[config.mk]
export PLATFORM = sky130hd
export DESIGN_NAME = css_length_unit_parser_core
export DESIGN_NICKNAME = d
export VERILOG_FILES = /design/src/design/clpu_pkg.sv /design/src/design/clpu_front.sv /design/src/design/clpu_queue.sv /design/src/design/clpu_back.sv /design/src/design/css_length_unit_parser_core.sv
export SDC_FILE = /design/constraint.sdc
export NUM_CORES = 2
export LEC_CHECK = 0
export BUFFER_PORTS_ARGS = -buffer_cell sky130_fd_sc_hd__buf_2
export CAP_MARGIN = 20
export CORE_ASPECT_RATIO = 1.5
export CORE_MARGIN = 1.5
export CORE_UTILIZATION = 59
export DETAILED_ROUTE_END_ITERATION = 7
export PLACE_DENSITY = 0.88
export SETUP_SLACK_MARGIN = 0.1
export SYNTH_ARGS = -nofsm -noshare
export SYNTH_HDL_FRONTEND = slang
export SYNTH_SLANG_ARGS = --single-unit
[constraint.sdc]
create_clock -name clock -period 11.8 [get_ports clock]
set_input_delay 2.36 -clock clock [delete_from_list [all_inputs] [get_ports clock]]
set_output_delay 2.36 -clock clock [all_outputs]
set_load 0.05 [all_outputs]
[src/design/clpu_pkg.sv]
`default_nettype none
package clpu_pkg;

   localparam int MAX_KEPT_CHARS_DEF   = 30;
   localparam int FRAC_DIGITS_KEPT_DEF = 9;

   localparam logic [2:0] KIND_NONE  = 3'd0;
   localparam logic [2:0] KIND_PX    = 3'd1;
   localparam logic [2:0] KIND_DP    = 3'd2;
   localparam logic [2:0] KIND_PT    = 3'd3;
   localparam logic [2:0] KIND_SCALE = 3'd4;

   localparam int DIV_W = 80;   // mantissa (64) shifted up by 16 fraction bits

   localparam logic [63:0] DEC_GROW_LIMIT = 64'd100000000000000000;
   localparam logic [63:0] DEC_SAT_VALUE  = 64'd1000000000000000000;
   localparam logic [DIV_W-1:0] SAT_QUO   = DIV_W'(64'd3276800) << 16;

   // divide by 100 through reciprocals: ceil(2^29/100) for a 22-bit dividend,
   // ceil(2^30/100) for a 23-bit dividend; both exact over their range
   localparam logic [22:0] PCT_RECIP_HI = 23'd5368710;
   localparam logic [23:0] PCT_RECIP_LO = 24'd10737419;

   // one decided string, handed from the parser to the result stage
   typedef struct packed {
      logic        accepted;
      logic [2:0]  kind;
      logic [31:0] int_value;
      logic        int_converted;
      logic        use_scale;
      logic        dec_neg;
      logic [4:0]  frac_digits;
      logic [63:0] mantissa;
   } clpu_job_type;

   function automatic logic [63:0] pow10(input logic [4:0] n);
      logic [63:0] p;
      case (n)
         5'd0:    p = 64'd1;
         5'd1:    p = 64'd10;
         5'd2:    p = 64'd100;
         5'd3:    p = 64'd1000;
         5'd4:    p = 64'd10000;
         5'd5:    p = 64'd100000;
         5'd6:    p = 64'd1000000;
         5'd7:    p = 64'd10000000;
         5'd8:    p = 64'd100000000;
         5'd9:    p = 64'd1000000000;
         5'd10:   p = 64'd10000000000;
         5'd11:   p = 64'd100000000000;
         5'd12:   p = 64'd1000000000000;
         5'd13:   p = 64'd10000000000000;
         5'd14:   p = 64'd100000000000000;
         5'd15:   p = 64'd1000000000000000;
         5'd16:   p = 64'd10000000000000000;
         5'd17:   p = 64'd100000000000000000;
         default: p = 64'd1000000000000000000;
      endcase
      return p;
   endfunction

endpackage
`default_nettype wire

[src/design/clpu_front.sv]
`default_nettype none
module clpu_front
   import clpu_pkg::*;
#(
   parameter int MAX_KEPT_CHARS   = MAX_KEPT_CHARS_DEF,
   parameter int FRAC_DIGITS_KEPT = FRAC_DIGITS_KEPT_DEF
) (
   input  wire logic         clock,
   input  wire logic         reset,
   input  wire logic         fire,
   input  wire logic [7:0]   ch,
   input  wire logic         start_req,
   output      logic         push,
   output      clpu_job_type job
);

   localparam int KW = $clog2(MAX_KEPT_CHARS + 1);

   localparam logic [1:0] PH_IDLE  = 2'd0;
   localparam logic [1:0] PH_NUM   = 2'd1;
   localparam logic [1:0] PH_UNIT2 = 2'd2;
   localparam logic [1:0] PH_DONE  = 2'd3;

   logic [1:0]    phase_ff, phase_in;
   logic          seen_sign_ff, seen_sign_in, seen_point_ff, seen_point_in;
   logic [KW-1:0] kept_ff, kept_in;
   logic [31:0]   int_acc_ff, int_acc_in;
   logic          int_neg_ff, int_neg_in, int_dig_ff, int_dig_in, int_stop_ff, int_stop_in;
   logic [63:0]   dec_mant_ff, dec_mant_in;
   logic [4:0]    dec_frac_ff, dec_frac_in;
   logic          dec_neg_ff, dec_neg_in, dec_dig_ff, dec_dig_in, dec_stop_ff, dec_stop_in;
   logic          unit_d_ff, unit_d_in;

   logic          is_dig, is_sign, numeric, first;
   logic [3:0]    digit;
   logic [35:0]   t_int, lim;
   logic          emit, use_int;

   always_comb begin
      phase_in      = phase_ff;
      seen_sign_in  = seen_sign_ff;
      seen_point_in = seen_point_ff;
      kept_in       = kept_ff;
      int_acc_in    = int_acc_ff;
      int_neg_in    = int_neg_ff;
      int_dig_in    = int_dig_ff;
      int_stop_in   = int_stop_ff;
      dec_mant_in   = dec_mant_ff;
      dec_frac_in   = dec_frac_ff;
      dec_neg_in    = dec_neg_ff;
      dec_dig_in    = dec_dig_ff;
      dec_stop_in   = dec_stop_ff;
      unit_d_in     = unit_d_ff;
      emit          = 1'b0;
      use_int       = 1'b0;
      job           = '0;

      if (start_req) begin
         phase_in      = PH_NUM;
         seen_sign_in  = 1'b0;
         seen_point_in = 1'b0;
         kept_in       = '0;
         int_acc_in    = '0;
         int_neg_in    = 1'b0;
         int_dig_in    = 1'b0;
         int_stop_in   = 1'b0;
         dec_mant_in   = '0;
         dec_frac_in   = '0;
         dec_neg_in    = 1'b0;
         dec_dig_in    = 1'b0;
         dec_stop_in   = 1'b0;
         unit_d_in     = 1'b0;
      end

      is_dig  = (ch >= "0") && (ch <= "9");
      is_sign = (ch == "+") || (ch == "-");
      digit   = 4'(ch - "0");
      numeric = is_dig || (is_sign && !seen_sign_in) || ((ch == ".") && !seen_point_in);
      first   = (kept_in == '0);
      t_int   = ({4'b0, int_acc_in} << 3) + ({4'b0, int_acc_in} << 1) + 36'(digit);
      lim     = int_neg_in ? 36'h080000000 : 36'h07FFFFFFF;

      case (phase_in)
         PH_NUM: begin
            if (numeric) begin
               if (is_sign) seen_sign_in = 1'b1;
               if (kept_in < KW'(MAX_KEPT_CHARS)) begin
                  // integer reading
                  if (!int_stop_in) begin
                     if (first && is_sign) begin
                        if (ch == "-") int_neg_in = 1'b1;
                     end else if (is_dig) begin
                        int_dig_in = 1'b1;
                        int_acc_in = (t_int > lim) ? lim[31:0] : t_int[31:0];
                     end else begin
                        int_stop_in = 1'b1;
                     end
                  end
                  // decimal reading
                  if (!dec_stop_in) begin
                     if (first && is_sign) begin
                        if (ch == "-") dec_neg_in = 1'b1;
                     end else if (is_dig) begin
                        dec_dig_in = 1'b1;
                        if (!seen_point_in) begin
                           dec_mant_in = (dec_mant_in < DEC_GROW_LIMIT) ?
                              (dec_mant_in << 3) + (dec_mant_in << 1) + 64'(digit) :
                              DEC_SAT_VALUE;
                        end else if ((dec_frac_in < 5'(FRAC_DIGITS_KEPT)) &&
                                     (dec_mant_in < DEC_GROW_LIMIT)) begin
                           dec_mant_in = (dec_mant_in << 3) + (dec_mant_in << 1) +
                                         64'(digit);
                           dec_frac_in = dec_frac_in + 5'd1;
                        end
                     end else if (ch != ".") begin
                        dec_stop_in = 1'b1;
                     end
                  end
                  kept_in = kept_in + KW'(1);
               end
               if (ch == ".") seen_point_in = 1'b1;
            end else if (kept_in == '0) begin
               emit = 1'b1;
            end else if ((ch == "d") || (ch == "D") || (ch == "p") || (ch == "P")) begin
               unit_d_in = (ch == "d") || (ch == "D");
               phase_in  = PH_UNIT2;
            end else if (ch == "%") begin
               emit = 1'b1;
               if (dec_dig_in) begin
                  job.accepted  = 1'b1;
                  job.kind      = KIND_SCALE;
                  job.use_scale = 1'b1;
               end
            end else begin
               emit = 1'b1;
               if ((ch == 8'd0) && int_dig_in) begin
                  job.accepted = 1'b1;
                  job.kind     = KIND_PX;
                  use_int      = 1'b1;
               end
            end
         end
         PH_UNIT2: begin
            emit         = 1'b1;
            job.accepted = 1'b1;
            if (unit_d_in) begin
               if ((ch == "p") || (ch == "P")) begin
                  job.kind = KIND_DP;
                  use_int  = 1'b1;
               end
            end else if ((ch == "x") || (ch == "X")) begin
               job.kind = KIND_PX;
               use_int  = 1'b1;
            end else if ((ch == "t") || (ch == "T")) begin
               job.kind = KIND_PT;
               use_int  = 1'b1;
            end
         end
         default: ;
      endcase

      if (emit) phase_in = PH_DONE;
      if (use_int && int_dig_in) begin
         job.int_converted = 1'b1;
         job.int_value     = int_neg_in ? (32'd0 - int_acc_in) : int_acc_in;
      end
      job.dec_neg     = dec_neg_in;
      job.frac_digits = dec_frac_in;
      job.mantissa    = dec_mant_in;
      push            = fire && emit;
   end

   always_ff @(posedge clock) begin
      if (reset) begin
         phase_ff      <= PH_IDLE;
         seen_sign_ff  <= 1'b0;
         seen_point_ff <= 1'b0;
         kept_ff       <= '0;
         int_acc_ff    <= '0;
         int_neg_ff    <= 1'b0;
         int_dig_ff    <= 1'b0;
         int_stop_ff   <= 1'b0;
         dec_mant_ff   <= '0;
         dec_frac_ff   <= '0;
         dec_neg_ff    <= 1'b0;
         dec_dig_ff    <= 1'b0;
         dec_stop_ff   <= 1'b0;
         unit_d_ff     <= 1'b0;
      end else if (fire) begin
         phase_ff      <= phase_in;
         seen_sign_ff  <= seen_sign_in;
         seen_point_ff <= seen_point_in;
         kept_ff       <= kept_in;
         int_acc_ff    <= int_acc_in;
         int_neg_ff    <= int_neg_in;
         int_dig_ff    <= int_dig_in;
         int_stop_ff   <= int_stop_in;
         dec_mant_ff   <= dec_mant_in;
         dec_frac_ff   <= dec_frac_in;
         dec_neg_ff    <= dec_neg_in;
         dec_dig_ff    <= dec_dig_in;
         dec_stop_ff   <= dec_stop_in;
         unit_d_ff     <= unit_d_in;
      end
   end

endmodule
`default_nettype wire

[src/design/clpu_queue.sv]
`default_nettype none
module clpu_queue
   import clpu_pkg::*;
(
   input  wire logic         clock,
   input  wire logic         reset,
   input  wire logic         push,
   input  wire clpu_job_type push_job,
   output      logic         full,
   input  wire logic         pop,
   output      logic         head_valid,
   output      clpu_job_type head_job
);

   clpu_job_type slot_ff [2];
   logic       wr_ptr_ff, rd_ptr_ff;
   logic [1:0] count_ff;

   assign full       = (count_ff == 2'd2);
   assign head_valid = (count_ff != 2'd0);
   assign head_job   = slot_ff[rd_ptr_ff];

   always_ff @(posedge clock) begin
      if (push) slot_ff[wr_ptr_ff] <= push_job;
   end

   always_ff @(posedge clock) begin
      if (reset) begin
         wr_ptr_ff <= 1'b0;
         rd_ptr_ff <= 1'b0;
         count_ff  <= 2'd0;
      end else begin
         if (push) wr_ptr_ff <= !wr_ptr_ff;
         if (pop)  rd_ptr_ff <= !rd_ptr_ff;
         count_ff <= count_ff + 2'(push) - 2'(pop);
      end
   end

   a_no_overflow: assert property (@(posedge clock) disable iff (reset)
      full |-> !push) else $error("push into full queue");
   a_no_underflow: assert property (@(posedge clock) disable iff (reset)
      !head_valid |-> !pop) else $error("pop from empty queue");
   a_count_range: assert property (@(posedge clock) disable iff (reset)
      count_ff != 2'd3) else $error("queue count out of range");

endmodule
`default_nettype wire

[src/design/clpu_back.sv]
`default_nettype none
module clpu_back
   import clpu_pkg::*;
(
   input  wire logic         clock,
   input  wire logic         reset,
   input  wire logic         head_valid,
   input  wire clpu_job_type head_job,
   output      logic         pop,
   output      logic         rsp_tvalid,
   input  wire logic         rsp_tready,
   output      logic [71:0]  rsp_tdata,   // accepted, int_value, int_converted, scale_q16
   output      logic [2:0]   rsp_tuser    // kind
);

   localparam logic [2:0] BK_IDLE = 3'd0;
   localparam logic [2:0] BK_DIV  = 3'd1;
   localparam logic [2:0] BK_PCT1 = 3'd2;
   localparam logic [2:0] BK_PCT2 = 3'd3;
   localparam logic [2:0] BK_PCT3 = 3'd4;
   localparam logic [2:0] BK_DONE = 3'd5;
   localparam int CW = $clog2(DIV_W + 1);

   logic [2:0]       state_ff, state_in;
   logic [CW-1:0]    cnt_ff, cnt_in;
   logic [63:0]      rem_ff, rem_in, div_ff, div_in;
   logic [DIV_W-1:0] dvd_ff, dvd_in, quo_ff, quo_in;
   logic             neg_ff, neg_in;
   logic [31:0]      mag_ff, mag_in;
   logic [15:0]      pct_hi_ff, pct_hi_in;
   logic [22:0]      pct_lo_ff, pct_lo_in;
   logic             out_valid_ff, out_valid_in;
   logic [71:0]      out_data_ff, out_data_in;
   logic [2:0]       out_kind_ff, out_kind_in;

   logic [64:0]      r2, diff;
   logic             ge, can_load;
   logic [DIV_W-1:0] quo_next;
   logic [31:0]      scale_val;
   logic [21:0]      pct_whole, pct_rem;
   logic [44:0]      pct_prod_hi;
   logic [46:0]      pct_prod_lo;

   assign can_load   = !out_valid_ff || rsp_tready;
   assign rsp_tvalid = out_valid_ff;
   assign rsp_tdata  = out_data_ff;
   assign rsp_tuser  = out_kind_ff;

   always_comb begin
      r2        = {rem_ff, dvd_ff[DIV_W-1]};
      diff      = r2 - {1'b0, div_ff};
      ge        = (r2 >= {1'b0, div_ff});
      quo_next  = {quo_ff[DIV_W-2:0], ge};
      scale_val = neg_ff ? (32'd0 - mag_ff) :
                  (mag_ff[31] ? 32'h7FFF_FFFF : mag_ff);

      // Q16 value = whole * 2^16 + frac; whole = 100 * hi + rem
      pct_whole   = quo_ff[37:16];
      pct_prod_hi = 45'(pct_whole) * 45'(PCT_RECIP_HI);
      pct_rem     = pct_whole - 22'(pct_hi_ff) * 22'd100;
      pct_prod_lo = 47'(pct_lo_ff) * 47'(PCT_RECIP_LO);

      state_in     = state_ff;
      cnt_in       = cnt_ff;
      rem_in       = rem_ff;
      div_in       = div_ff;
      dvd_in       = dvd_ff;
      quo_in       = quo_ff;
      neg_in       = neg_ff;
      mag_in       = mag_ff;
      pct_hi_in    = pct_hi_ff;
      pct_lo_in    = pct_lo_ff;
      out_valid_in = out_valid_ff && !rsp_tready;
      out_data_in  = out_data_ff;
      out_kind_in  = out_kind_ff;
      pop          = 1'b0;

      case (state_ff)
         BK_IDLE: begin
            if (head_valid) begin
               if (head_job.use_scale) begin
                  pop      = 1'b1;
                  neg_in   = head_job.dec_neg;
                  rem_in   = '0;
                  quo_in   = '0;
                  dvd_in   = {head_job.mantissa, 16'd0};
                  div_in   = pow10(head_job.frac_digits);
                  cnt_in   = CW'(DIV_W);
                  state_in = BK_DIV;
               end else if (can_load) begin
                  pop          = 1'b1;
                  out_valid_in = 1'b1;
                  out_kind_in  = head_job.kind;
                  out_data_in  = {6'd0, 32'd0, head_job.int_converted,
                                  head_job.int_value, head_job.accepted};
               end
            end
         end
         BK_DIV: begin
            rem_in = ge ? diff[63:0] : r2[63:0];
            dvd_in = dvd_ff << 1;
            quo_in = quo_next;
            cnt_in = cnt_ff - CW'(1);
            if (cnt_ff == CW'(1)) begin
               if (quo_next >= SAT_QUO) begin
                  mag_in   = 32'h8000_0000;
                  state_in = BK_DONE;
               end else begin
                  state_in = BK_PCT1;
               end
            end
         end
         BK_PCT1: begin
            pct_hi_in = pct_prod_hi[44:29];
            state_in  = BK_PCT2;
         end
         BK_PCT2: begin
            pct_lo_in = {pct_rem[6:0], quo_ff[15:0]};
            state_in  = BK_PCT3;
         end
         BK_PCT3: begin
            mag_in   = {pct_hi_ff, pct_prod_lo[45:30]};
            state_in = BK_DONE;
         end
         BK_DONE: begin
            if (can_load) begin
               out_valid_in = 1'b1;
               out_kind_in  = KIND_SCALE;
               out_data_in  = {6'd0, scale_val, 1'b0, 32'd0, 1'b1};
               state_in     = BK_IDLE;
            end
         end
         default: state_in = BK_IDLE;
      endcase
   end

   always_ff @(posedge clock) begin
      rem_ff      <= rem_in;
      div_ff      <= div_in;
      dvd_ff      <= dvd_in;
      quo_ff      <= quo_in;
      neg_ff      <= neg_in;
      mag_ff      <= mag_in;
      pct_hi_ff   <= pct_hi_in;
      pct_lo_ff   <= pct_lo_in;
      out_data_ff <= out_data_in;
      out_kind_ff <= out_kind_in;
      if (reset) begin
         state_ff     <= BK_IDLE;
         cnt_ff       <= '0;
         out_valid_ff <= 1'b0;
      end else begin
         state_ff     <= state_in;
         cnt_ff       <= cnt_in;
         out_valid_ff <= out_valid_in;
      end
   end

   a_pop_idle: assert property (@(posedge clock) disable iff (reset)
      pop |-> (state_ff == BK_IDLE)) else $error("pop while divider busy");
   a_cnt_range: assert property (@(posedge clock) disable iff (reset)
      cnt_ff <= CW'(DIV_W)) else $error("divider count out of range");
   a_div_counts: assert property (@(posedge clock) disable iff (reset)
      (state_ff == BK_DIV && cnt_ff != CW'(1)) |=>
      (state_ff == BK_DIV)) else $error("divider left early");

endmodule
`default_nettype wire

[src/design/css_length_unit_parser_core.sv]
// CSS length/unit parser.
// req_ channel: one character per transaction in req_tdata[7:0]; req_tuser
// marks the first character of a new string and aborts any string in flight.
// rsp_ channel: at most one result transaction per string, issued on the
// character that decides it (NUL, %, unit letters or a bad character);
// characters after the decision are dropped until the next start.
// Throughput: one character per cycle while the two-entry job queue between
// parser and result stage has room.
// px/dp/pt/none/reject results reach rsp_ through the job queue and the
// result register. Percent results run the restoring divider, one quotient
// bit per cycle, for mantissa / 10^frac, then reciprocal multiplication for
// the divide by 100 unless the quotient saturates; the queue keeps taking
// characters meanwhile until it fills.
// Reset (synchronous, active high) returns the parser to idle waiting for a
// start, empties the queue and drops any pending result.
// When the receiver holds rsp_tready low the result register holds, the
// queue fills, then req_tready drops.
`default_nettype none
module css_length_unit_parser_core
   import clpu_pkg::*;
#(
   parameter int MAX_KEPT_CHARS   = MAX_KEPT_CHARS_DEF,
   parameter int FRAC_DIGITS_KEPT = FRAC_DIGITS_KEPT_DEF
) (
   input  wire logic        clock,
   input  wire logic        reset,
   input  wire logic        req_tvalid,
   output      logic        req_tready,
   input  wire logic [7:0]  req_tdata,   // ch
   input  wire logic        req_tuser,   // start_req
   output      logic        rsp_tvalid,
   input  wire logic        rsp_tready,
   output      logic [71:0] rsp_tdata,   // accepted, int_value, int_converted, scale_q16
   output      logic [2:0]  rsp_tuser    // kind
);

   logic         q_full, push, pop, head_valid, fire;
   clpu_job_type push_job, head_job;

   assign req_tready = !q_full;
   assign fire       = req_tvalid && req_tready;

   clpu_front #(
      .MAX_KEPT_CHARS  (MAX_KEPT_CHARS),
      .FRAC_DIGITS_KEPT(FRAC_DIGITS_KEPT)
   ) u_front (
      .clock    (clock),
      .reset    (reset),
      .fire     (fire),
      .ch       (req_tdata),
      .start_req(req_tuser),
      .push     (push),
      .job      (push_job)
   );

   clpu_queue u_queue (
      .clock     (clock),
      .reset     (reset),
      .push      (push),
      .push_job  (push_job),
      .full      (q_full),
      .pop       (pop),
      .head_valid(head_valid),
      .head_job  (head_job)
   );

   clpu_back u_back (
      .clock     (clock),
      .reset     (reset),
      .head_valid(head_valid),
      .head_job  (head_job),
      .pop       (pop),
      .rsp_tvalid(rsp_tvalid),
      .rsp_tready(rsp_tready),
      .rsp_tdata (rsp_tdata),
      .rsp_tuser (rsp_tuser)
   );

endmodule
`default_nettype wire
Word level (Yosys, flattened, before mapping)
Memories as Yosys holds them, arrays and structs flattened. A register that Yosys moved wholly into a read port is not among the register bits.
Index checks and enable logic that the tools add are counted.
{"block": "word_totals", "mem_bits_rw": 216, "reg_bits": 566, "memories": 2, "mem_bits_ro": 1792, "out_inout_bits": 77}
{"memory": "(no name shown)", "words": 32, "width": 56, "rd": 1, "rd_ports_with_merged_regs": 1, "wr": 0, "line": "clpu_pkg.sv:38", "rtl": "case (n)"}
{"memory": "u_queue.slot_ff", "words": 2, "width": 108, "rd": 1, "rd_ports_with_merged_regs": 1, "wr": 1, "line": "clpu_queue.sv:15", "rtl": "clpu_job_type slot_ff [2];"}
{"block": "classes", "n_mux": 173, "mul": 3, "n_reduce_logical": 39, "magnitude_cmp": 8, "eq_ne": 29, "addsub": 14}
{"operator": "64-bit two-way mux", "n": 13}
{"operator": "32-bit two-way mux", "n": 13}
{"operator": "72-bit two-way mux", "n": 4}
{"operator": "80-bit two-way mux", "n": 2}
{"operator": "80-bit case mux with 2 select lines", "n": 1}
{"operator": "79-bit two-way mux", "n": 2}
{"operator": "79-bit case mux with 2 select lines", "n": 1}
{"operator": "72-bit case mux with 2 select lines", "n": 1}
{"operator": "64-bit case mux with 2 select lines", "n": 1}
{"operator": "1-bit two-way mux", "n": 85}
{"operator": "80-bit by 38-bit greater-or-equal comparator with 1-bit output, second input constant", "n": 1}
{"operator": "65-bit by 64-bit greater-or-equal comparator with 1-bit output", "n": 1}
{"operator": "5-bit two-way mux", "n": 13}
{"operator": "64-bit by 4-bit adder with 64-bit output", "n": 1}
{"operator": "64-bit adder", "n": 1}
{"operator": "8-bit by 7-bit equality test with 1-bit output, second input constant", "n": 8}
{"operator": "64-bit by 57-bit < comparator with 1-bit output, second input constant", "n": 1}
{"operator": "32-bit case mux with 2 select lines", "n": 1}
{"operator": "1-bit by 32-bit subtractor with 32-bit output, first input constant", "n": 2}
{"operator": "64-bit subtractor", "n": 1}
{"operator": "23-bit by 24-bit multiplier with 46-bit output, second input constant", "n": 1}
{"operator": "22-bit by 22-bit multiplier with 44-bit output, second input constant", "n": 1}
{"operator": "35-bit by 33-bit adder with 36-bit output", "n": 1}
{"operator": "36-bit by 4-bit adder with 36-bit output", "n": 1}
{"operator": "43 further kinds", "n": 109}

Longest topological paths before layout
{"block": "logic_depth", "ltp_word": 14, "depth_mapped": 40}

Modules after synthesis
From an unflattened synthesis, not the netlist that was laid out.
{"block": "unflattened", "cells_unflattened": 6269, "area_unflattened_um2": 62209.7}
{"mod": "clpu_back", "area_each_um2": 38864.8, "instances": 1, "cells_per_inst": 3808, "seq_area_each_um2": 12201.7}
{"mod": "clpu_front", "area_each_um2": 15253.4, "instances": 1, "cells_per_inst": 2102, "seq_area_each_um2": 2342.2}
{"mod": "clpu_queue", "area_each_um2": 8081.5, "instances": 1, "cells_per_inst": 357, "seq_area_each_um2": 6586.3}
{"mod": "css_length_unit_parser_core", "area_each_um2": 10.0, "instances": 1, "cells_per_inst": 2, "seq_area_each_um2": 0.0}

Worst setup path after synthesis
No wires, ideal clock.
{"block": "synth_path", "path_kind": "input -> register", "startpoint": "input port req_tuser", "endpoint": "memory u_queue.slot_ff[0][98] (netlist name) (data pin)", "setup_time_ps": 270, "required_ps": 11530, "cell_stages": 38, "t_arrival_ps": 10951, "slack_ps": 578, "cell_sequence": "clkbuf_1 clkbuf_1 clkbuf_1 clkbuf_1 clkbuf_1 clkbuf_1 clkbuf_1 buf_1 nor2_1 ha_1 ha_1 a211oi_1 o21bai_1 a211oi_1 o211ai_1 a211oi_1 o21ai_0 and3_1 (+2 left out) a21o_1 a21o_1 a2111oi_0 o2111ai_1 a32oi_1 nand2_1 nor2_1 o21ai_0 a2bb2oi_1 nor2b_1 ha_1 and3_1 a32o_1 and4_1 buf_2 a41oi_1 xnor2_1 nor2_1"}
{"item": "start, declared", "line": "css_length_unit_parser_core.sv:30", "rtl": "input wire logic req_tuser,"}
{"item": "end, declared", "line": "clpu_queue.sv:15"}

==> out/qor.yml <==
max_freq_mhz: 97.7
insertion_delay_ns: 0.67
cts_htree_levels: 3
worst_path_max_delay_cell: "a2111oi_0"
dp_slack_ns: 0.915
drive_above_1_share_pct: 5.64
synth_ff_type: "edfxtp_1"
dieArea_sq_um: 104000
antenna_violating_nets_post_route: 0
cts_hold_repair.buffers: 0
critical_path_arrival_ns: 10.61
grt_start_max_net_pins: 144
family_with_the_most_delay_on_the_worst_path: "compound AO/OA/AOI/OAI gates"
worstSetupPathDepth: 32
dpl-instance-area_sq_um: 61900
gp_congestion: 1.06
synth.lib_cells_used.distinct: 97
post-dp-hpwl_um: 122000
timing.final.ws_setup_ns: 1.56
worst_setup_path_end_kind: "flip-flop"
via_count_of_the_first_global_routing_pass: 46700
post_synth.cell_area_avg_sq_um: 10.2
vias: 45300
layout_min_cycle_time_ns: 10.24
crit_buf_inv: 2
layout_worst_path_cycle_share_pct: 86.7
initial_core_util_pct: 59.4
die_y_um: 394
globalRouteTotalUtil_pct: 31.0
reported_max_cap_violation_count: 0
clkTransAtPathRegs_ns: 0.07
cts-root-buf: "clkbuf_16"
detail_route.wirelength_um: 160000
route.met2.wl_um: 80900
drt-vias-per-instance: 6.25
layout.filler_cells: 7698
cts_buffer_count: 71
cts-root-to-sink-buffers: 3
synth_enable_flop_cells: 615
drt_iter0_drc: 3557
ys_seq_area_share_pct: 35.1
detail_route.first_pass.iterations: 6
antenna_found_initial: 1
num_io_pins: 90
critPathRequiredTime_ns: 12.17
most_numerous_cell_on_the_critical_path: "ha_1"
crit_path_max_fanout: 53
minimum_setup_slack_among_reg_to_reg_paths_ns: 3.23
wirelength_met1_um: 55500
postSynth.asyncResetShare_pct: 0
timing.slew.headroom_pct: 15.7
status: "complete, no violations"
post-route-drc-count: 0
criticalPathCategory: "in2reg"
slowest_stage_delay_cp_ns: 0.67
hold_violations: 0
portBuffers: 83
worst_clk_skew_ns: 0.0287
post-cts-setup-buffers: 0
grt.overflow.total: 0
timing.hold.worst.class: "reg2reg"
floorplan.rows: 143
cts_tree: "yes"
routed-wl-met3_um: 10000
tightest_slew_ns: 1.25
ctsResizeCount: 0
routedWlPerCell_um: 22.1
ys_top_cells_by_area: "edfxtp_1, ha_1, fa_1, dfxtp_1, inv_1"
worst_r2r_path_depth: 26
tns_ns: 0
core-area_sq_um: 101000
synth-warning-count: 0
rsz0062_at_grt: "no"
setup_viol: 0
synth_top_cell_area_share_pct: 30.7
cts_sinks: 748
start_kind: "input pin"
synthCells: 5886
synth.largest_area_cell: "edfxtp_1"
area_growth_pct: 7.03
synth.cell_area_sq_um: 60200
route.top_layer_used: "met4"
finish.net_count: 7052
dieWidth_um: 264
ys_ff_latch: 748
hold_path_depth: 2
timing.final.max_slew_violations: 0
grt_pass1_wl_um: 252000
final_area_sq_um: 64400
## routing by layer
metal,vias to the layer above,global-route usage [%]
li1,20700,-
met1,22000,33.3
met2,1881,54.7
met3,651,4.96
met4,0,23.2
met5,-,0
## registers in the layout, summed over array words and instances, names as in the netlist, 2 cells and up, named ones only
name and cells:
u_back.cnt_ff 7, u_back.div_ff 51, u_back.dvd_ff 64, u_back.mag_ff 32, u_back.pct_hi_ff 16, u_back.pct_lo_ff 23
u_back.quo_ff 79, u_back.rem_ff 64, u_back.rsp_tdata 66, u_back.rsp_tuser 3, u_back.state_ff 3, u_front.dec_frac_ff 5
u_front.dec_mant_ff 64, u_front.int_acc_ff 32, u_front.kept_ff 5, u_front.phase_ff 2, u_queue.count_ff 2, u_queue.slot_ff 216
## layout make-up
type	instances	area, sq um	area share [%]
multi-input cells	4301	36000	55.9
flip-flops and latches	748	21100	32.8
inverters	614	2310	3.59
clock buffers	88	1910	2.97
well taps	1305	1630	2.53
repair buffers	145	886	1.37
clock inverters	42	537	0.833
diodes	2	5.00	0.00777
## worst register-to-register path, cell delays in order, from the launching register on
cell and delay, ns:
edfxtp_1 0.59, ha_1 0.66, inv_1 0.13, fa_1 0.49, fa_1 0.63, inv_1 0.08, fa_1 0.44, fa_1 0.54
inv_1 0.06, fa_1 0.47, inv_1 0.05, fa_1 0.41, ha_1 0.30, a21o_1 0.18, a21o_1 0.17, a21oi_1 0.51
and2_1 0.25, and3_1 0.17, a31oi_1 0.06, nand2_1 0.10, o311ai_0 0.25, o31ai_1 0.67, o21ai_0 0.25, or2_2 0.35
a21oi_1 0.19, xnor2_1 0.19, nor2_1 0.08
## layout by cell type, fill, tap and decap left out, drive strengths merged, types with 49 or more instances in the layout
| cell type | count |
|---|---|
| nor2 | 533 |
| nor3 | 92 |
| nor2b | 136 |
| ha | 780 |
| nand2 | 381 |
| inv | 624 |
| and2 | 86 |
| and3 | 53 |
| buf | 144 |
| a31oi | 49 |
| a21oi | 374 |
| dfxtp | 133 |
| xor2 | 101 |
| edfxtp | 615 |
| o21ai | 276 |
| a21o | 138 |
| nand4 | 59 |
| fa | 378 |
| clkbuf | 89 |
| xnor2 | 130 |
| nand3 | 72 |
| a211oi | 63 |
| mux2i | 119 |
## per-stage QoR
step,util [%],instances,hold WS (ns)
global placement,61.2,7108,0.440
floorplan,-,5891,0.432
CTS,63.6,7238,0.463
finish,63.6,7245,0.454
detailed placement,61.2,7108,0.452
global route,63.6,7243,0.489
## logic make-up after synthesis
| logic type | share of synthesized area [%] |
|---|---|
| other | 0.00623 |
| buffers and inverters | 5.32 |
| adder cells (fa/ha/maj) | 28.8 |
| flip-flops | 35.1 |
| XOR/XNOR | 3.36 |
| AO/OA/AOI/OAI | 12.9 |
| AND/OR/NAND/NOR | 12.5 |
| multiplexers | 2.07 |
## synthesized netlist by cell type, drive strengths merged, types with 49 or more instances
cell / count
ha: 780
a31oi: 49
edfxtp: 615
xor2: 101
inv: 613
nand4: 59
xnor2: 130
a21o: 138
nor3: 92
nand2: 381
nor2b: 136
mux2i: 119
a211oi: 63
and2: 86
dfxtp: 133
a21oi: 374
nand3: 72
nor2: 533
and3: 53
fa: 378
clkbuf: 190
o21ai: 276
## path summary, 6_finish.rpt
path / start / end
hold reg to reg: u_front.int_acc_ff[31]$_SDFFE_PP0P_ / u_front.int_acc_ff[31]$_SDFFE_PP0P_
setup / recovery: req_tuser / u_queue.slot_ff[1][98]$_DFFE_PP_
setup reg to reg: u_back.pct_lo_ff[6]$_DFFE_PN_ / u_back.mag_ff[15]$_SDFFCE_PN0P_
hold / removal: u_front.int_acc_ff[31]$_SDFFE_PP0P_ / u_front.int_acc_ff[31]$_SDFFE_PP0P_
Power is left out: the tool's default activity adds up to more than one toggle a clock period on the data nets, which glitch-free logic cannot reach.
